### config.mk
export PLATFORM = sky130hd
export DESIGN_NAME = kce_kirsch
export DESIGN_NICKNAME = d
export VERILOG_FILES = /design/src/rtl/kce_pkg.sv /design/src/rtl/kce_kirsch.sv
export SDC_FILE = /design/constraint.sdc
export NUM_CORES = 1
export LEC_CHECK = 0
export BUFFER_PORTS_ARGS = -buffer_cell sky130_fd_sc_hd__buf_2
export CORE_ASPECT_RATIO = 0.75
export CORE_MARGIN = 3
export CORE_UTILIZATION = 40
export CTS_CLUSTER_DIAMETER = 100
export DETAILED_ROUTE_END_ITERATION = 8
export PLACE_DENSITY = 0.57
export SYNTH_ARGS = -nofsm -noshare
export SYNTH_HDL_FRONTEND = slang
export SYNTH_SLANG_ARGS = --single-unit
### constraint.sdc
create_clock -name i_clk -period 6.1 [get_ports i_clk]
set_input_delay 1.525 -clock i_clk [delete_from_list [all_inputs] [get_ports i_clk]]
set_output_delay 1.525 -clock i_clk [all_outputs]
set_load 0.05 [all_outputs]
### src/rtl/kce_pkg.sv
// ----------------------------------------------------------------------------
// kce_pkg
// Shared types and constants of the Kirsch compass edge filter.
// ----------------------------------------------------------------------------
package kce_pkg;

    localparam int MAX_LINE_PIXELS_DEF = 2048;

    localparam int PIX_W      = 8;
    localparam int WIDTH_W    = 12;
    localparam int HEIGHT_W   = 13;
    localparam int CFG_DATA_W = 13;
    localparam int CFG_IDX_W  = 1;
    localparam int COL_OUT_W  = 11;
    localparam int ROW_W      = 12;

    localparam logic [WIDTH_W-1:0]  WIDTH_RST  = 12'd640;
    localparam logic [HEIGHT_W-1:0] HEIGHT_RST = 13'd480;
    localparam logic [HEIGHT_W-1:0] ROW_LIMIT  = 13'd4096;

    typedef enum logic [CFG_IDX_W-1:0] {
        REG_FRAME_WIDTH  = 1'b0,
        REG_FRAME_HEIGHT = 1'b1
    } t_kce_reg;

    typedef struct packed {
        logic [PIX_W-1:0] gray_in;
        logic             frame_start;
    } t_kce_in;

    typedef struct packed {
        logic [PIX_W-1:0]     edge_level;
        logic [COL_OUT_W-1:0] center_col;
        logic [ROW_W-1:0]     center_row;
        logic                 frame_end;
    } t_kce_out;

    // position tags that travel beside the window through the arithmetic
    typedef struct packed {
        logic [COL_OUT_W-1:0] col;
        logic [ROW_W-1:0]     row;
        logic                 frame_end;
    } t_kce_tag;

    // compass ring, clockwise from the upper-left neighbour
    typedef logic [7:0][PIX_W-1:0] t_kce_ring;

endpackage

### src/rtl/kce_kirsch.sv
// ----------------------------------------------------------------------------
// kce_kirsch
// Pipelined Kirsch compass evaluation: ring sums, eight clamped responses,
// maximum, and a registered result transaction.
// ----------------------------------------------------------------------------
module kce_kirsch (
    input  logic              i_clk,
    input  logic              i_rst_n,
    input  logic              i_valid,
    output logic              o_ready,
    input  kce_pkg::t_kce_ring i_ring,
    input  kce_pkg::t_kce_tag  i_tag,
    output logic              o_valid,
    input  logic              i_ready,
    output kce_pkg::t_kce_out o_data
);

    // stage a: ring
    logic               r_a_v;
    kce_pkg::t_kce_ring r_a_ring;
    kce_pkg::t_kce_tag  r_a_tag;
    // stage b: sums
    logic               r_b_v;
    logic [12:0]        r_b_t3;
    logic [7:0][9:0]    r_b_s3;
    kce_pkg::t_kce_tag  r_b_tag;
    // stage c: clamped responses
    logic               r_c_v;
    logic [7:0][7:0]    r_c_resp;
    kce_pkg::t_kce_tag  r_c_tag;
    // result
    logic               r_o_v;
    kce_pkg::t_kce_out  r_o_data;

    logic rdy_o, rdy_c, rdy_b;

    logic [10:0]     n_total;
    logic [12:0]     n_t3;
    logic [7:0][9:0] n_s3;
    logic [7:0][7:0] n_resp;
    logic [3:0][7:0] max_l1;
    logic [1:0][7:0] max_l2;
    logic [7:0]      n_max;

    assign rdy_o   = !r_o_v || i_ready;
    assign rdy_c   = !r_c_v || rdy_o;
    assign rdy_b   = !r_b_v || rdy_c;
    assign o_ready = !r_a_v || rdy_b;

    always_comb begin
        n_total = '0;
        for (int m = 0; m < 8; m++) begin
            n_total = n_total + 11'(r_a_ring[m]);
        end
        n_t3 = 13'({n_total, 1'b0}) + 13'(n_total);
        for (int m = 0; m < 8; m++) begin
            n_s3[m] = 10'(r_a_ring[m]) + 10'(r_a_ring[(m + 1) & 7])
                    + 10'(r_a_ring[(m + 2) & 7]);
        end
    end

    always_comb begin
        logic signed [13:0] diff;
        diff = '0;
        for (int m = 0; m < 8; m++) begin
            diff = $signed({1'b0, r_b_s3[m], 3'b000}) - $signed({1'b0, r_b_t3});
            if (diff < 0) begin
                n_resp[m] = 8'd0;
            end else if (diff > 14'sd255) begin
                n_resp[m] = 8'd255;
            end else begin
                n_resp[m] = diff[7:0];
            end
        end
    end

    always_comb begin
        for (int k = 0; k < 4; k++) begin
            max_l1[k] = (r_c_resp[2*k] > r_c_resp[2*k+1]) ? r_c_resp[2*k] : r_c_resp[2*k+1];
        end
        for (int k = 0; k < 2; k++) begin
            max_l2[k] = (max_l1[2*k] > max_l1[2*k+1]) ? max_l1[2*k] : max_l1[2*k+1];
        end
        n_max = (max_l2[0] > max_l2[1]) ? max_l2[0] : max_l2[1];
    end

    always_ff @(posedge i_clk) begin
        if (!i_rst_n) begin
            r_a_v <= 1'b0;
            r_b_v <= 1'b0;
            r_c_v <= 1'b0;
            r_o_v <= 1'b0;
        end else begin
            if (o_ready) begin
                r_a_v <= i_valid;
            end
            if (rdy_b) begin
                r_b_v <= r_a_v;
            end
            if (rdy_c) begin
                r_c_v <= r_b_v;
            end
            if (rdy_o) begin
                r_o_v <= r_c_v;
            end
        end
    end

    always_ff @(posedge i_clk) begin
        if (o_ready) begin
            r_a_ring <= i_ring;
            r_a_tag  <= i_tag;
        end
        if (rdy_b) begin
            r_b_t3  <= n_t3;
            r_b_s3  <= n_s3;
            r_b_tag <= r_a_tag;
        end
        if (rdy_c) begin
            r_c_resp <= n_resp;
            r_c_tag  <= r_b_tag;
        end
        if (rdy_o) begin
            r_o_data.edge_level <= n_max;
            r_o_data.center_col <= r_c_tag.col;
            r_o_data.center_row <= r_c_tag.row;
            r_o_data.frame_end  <= r_c_tag.frame_end;
        end
    end

    assign o_valid = r_o_v;
    assign o_data  = r_o_data;

endmodule

==> summary.md <==
| Metric | Value |
|---|---|
| Largest net degree at the start of global routing | `89` |
| GRT Overall Usage | `18.4%` |
| Critical-path maximum fanout | `5` |
| R2R depth | `27` |
| Sequential share of the synthesized area | `46.8%` |
| Synthesized area divided by synthesized cell count | `approximately 12 um^2` |
| Area share of the largest cell type after synthesis | `46.5%` |
| Avg Vias per Cell | `5.21` |
| Transition at the pin with the smallest max-transition slack | `around 1.1 ns` |
| Dominant cells by area after synthesis | `sky130_fd_sc_hd__edfxtp_1 (46%), sky130_fd_sc_hd__ha_1 (13%), sky130_fd_sc_hd__fa_1 (9.9%), sky130_fd_sc_hd__inv_1 (4.2%), sky130_fd_sc_hd__a21oi_1 (4.0%)` |
| TritonCTS buffer count | `39` |
| Fill cell instance count of the final layout | `4,727` |
| Share of post-route cells with drive strength above 1 | `12.7%` |
| Hold path startpoint | `r_a_tag[1]` |
| Path type of the worst min-delay path | `flip-flop to flip-flop` |
| Number of rows created at floorplan | `72` |
| Syn-to-layout area delta | `14.0%` |
| Root Buffer | `sky130_fd_sc_hd__clkbuf_16` |
| Data required time of the worst path | `approximately 6.4 ns` |
| Global-route wire length before repair | `78.5 mm` |
| R2R Setup Slk | `just under 0.4 ns` |
| Gr ovfl total | `0` |
| Post-synth top area cell | `sky130_fd_sc_hd__edfxtp_1` |
| Total of buffers placed on input and output ports | `125` |
| Detailed Route Iter0 Violations | `slightly below 900` |
| Clk Latency, worst-skew pair | `0.56 ns` |
| Initial Util | `40.6%` |
| Die outline area | `0.0553 mm^2` |
| Buffers plus inverters on the worst setup path | `5` |
| Clock sink total | `329` |
| Post-Synthesis Net Count | `2,124` |
| DRC violation count after routing | `0` |
| Worst hold slack across all endpoints | `about 0.41 ns` |
| Critical path endpoint category | `flip-flop` |
| Post-layout minimum cycle time | `5.71 ns` |
| Worst flop-to-flop path endpoint | `o_data[29]` |
| Most frequent cell after synthesis | `sky130_fd_sc_hd__edfxtp_1` |
| Critical path startpoint category | `flip-flop` |
| Share of the cycle needed by the critical path after routing | `93.6%` |
| DIE WIDTH | `271 um` |
| Final antenna diode count | `0` |
| Max-slew violation count | `0` |
| Post-synthesis instance area | `0.0210 mm^2` |
| Count of hold-fix buffers inserted at cts | `0` |
| Core ar. | `0.0517 mm^2` |
| Final weighted congestion in routability-driven placement | `0.861` |
| Post-Route WL | `just over 50 mm` |
| Main synth FF type | `sky130_fd_sc_hd__edfxtp_1` |
| Final routed wire length divided by cell count | `19.3 um` |
| Routed via count | `13,700` |
| Critical path type | `flip-flop to flip-flop` |
| Antenna violations before repair | `1` |
| Cell depth of the worst hold path | `0` |
| Worst-case hold path end point | `r_b_tag[1]` |
| Antenna-violating nets left | `0` |
| Arr. time, crit path | `6.02 ns` |
| Yosys cell types | `70` |
| Delay-heaviest family, CP | `compound AO/OA/AOI/OAI gates` |
| Worst-case clock buffer depth | `3` |
| Hold Vio Cnt, Final | `0` |
| Clock tree from TritonCTS | `built` |
| Sum of negative setup slack | `0 ns` |
| Number of warnings printed during yosys synthesis | `0` |
| Maximum clock frequency | `175 MHz` |
| Number of endpoints failing setup at the final stage | `0` |
| CP max stage delay | `0.39 ns` |
| Number of flip-flops and latches in the synthesized netlist | `329` |
| Count of flip-flops with a built-in enable after synthesis | `325` |
| Most numerous cell types in the synthesized netlist | `sky130_fd_sc_hd__edfxtp_1 (325), sky130_fd_sc_hd__inv_1 (233), sky130_fd_sc_hd__ha_1 (213), sky130_fd_sc_hd__a21oi_1 (169), sky130_fd_sc_hd__fa_1 (104)` |
| Clock H-tree levels | `2` |
| Count of TritonRoute iterations in the first routing pass | `5` |
| Status | `finished, final reports clean` |
| Vias in the first global route | `13,800` |
| I/O pin count | `126` |
| Clock skew | `0.0220 ns` |
| Gate Count Post-Synth | `between 1,500 and 2,000` |
| Reg2Reg Launch Point | `r_c_resp[1]` |
| Die Y | `204 um` |
| Proportion of synthesized flip-flops having asynchronous set or reset | `0%` |
| Max-cap violation count | `0` |
| Number of nets in the layout | `between 2,000 and 2,500` |
| Worst slew margin relative to its limit | `23.7%` |
| Setup repair after global routing missed its margin | `false` |
| Library cell contributing the largest single delay on the critical path | `sky130_fd_sc_hd__edfxtp_1` |
| Post-detail-place hpwl | `39.3 mm` |
| Clock-pin slew reported for the worst setup and hold paths after clock tree synthesis | `0.06 ns` |
what timing repair did:
action,CTS,global route
endpoints found under the hold margin,0,0
endpoints found under the setup margin,0,9
resized for setup,0,11
buffers inserted,0,4
cells in the final DEF (no fill, tap or decap), drive strengths merged, types with 16 or more instances in the layout:
cell    count
edfxtp    325
inv       236
nand4      16
clkbuf     41
o21bai     28
nand2      32
a211oi     17
buf       144
fa        104
nor2       61
xnor2      71
nor3       32
ha        213
a21o       42
mux2i      46
o21ai      51
nor2b      25
o21a       41
a21oi     170
xor2       43
per-stage QoR:
| step | cell area, um^2 | setup WS [ns] | cells | util [%] |
|---|---|---|---|---|
| final | 23900 | 0.391 | 2618 | 46.3 |
| after global routing | 23900 | 0.0202 | 2618 | 46.3 |
| after CTS | 23900 | 0.278 | 2614 | 46.2 |
| after detailed placement | 22600 | 0.303 | 2544 | 43.7 |
| after global placement | 22600 | 0.358 | 2544 | 43.7 |
| after floorplan | 21000 | 0.349 | 1715 | - |
area by class of cell:
cell class / instances / area (um^2) / area share (%)
inverters: 233 / 877 / 3.66
multi-input cells: 1139 / 10300 / 42.9
clock inverters: 29 / 285 / 1.19
flip-flops and latches: 329 / 9840 / 41.1
repair buffers: 144 / 776 / 3.24
well taps: 703 / 880 / 3.67
clock buffers: 41 / 1000 / 4.20
cell families after synthesis:
kind of cell / share of synthesized area (%)
XOR/XNOR: 4.75
AND/OR/NAND/NOR: 5.89
flip-flops: 46.8
AO/OA/AOI/OAI: 12.7
multiplexers: 2.75
adder cells (fa/ha/maj): 22.6
buffers and inverters: 4.47
sequential cells by signal (all words and copies together), names as in the netlist:
name	flops
r_b_s3	80
r_a_ring	64
r_c_resp	64
o_data	32
r_a_tag	24
r_b_tag	24
r_c_tag	24
r_b_t3	13
o_valid	1
r_a_v	1
r_b_v	1
r_c_v	1
worst max path at each step:
stage	start	endpoint	cells past startpoint
6_report	r_c_resp[1]	o_data[29]	27
5_1_grt	r_c_resp[1]	o_data[30]	27
4_1_cts	r_a_ring[27]	r_b_t3[12]	16
3_5_place_dp	r_c_resp[1]	o_data[29]	26
3_3_place_gp	r_a_ring[27]	r_b_t3[12]	16
2_1_floorplan	r_c_resp[25]	o_data[26]	27
routing by layer:
layer	wire (um)	global-route usage [%]	share of wire, %
met1	24600	27.0	49
met5	0	0	0
met3	2690	2.88	5.3
met4	910	4.56	1.8
met2	22200	28.7	44
Power is left out: the tool's default activity adds up to more than one toggle a clock period on the data nets, which glitch-free logic cannot reach.
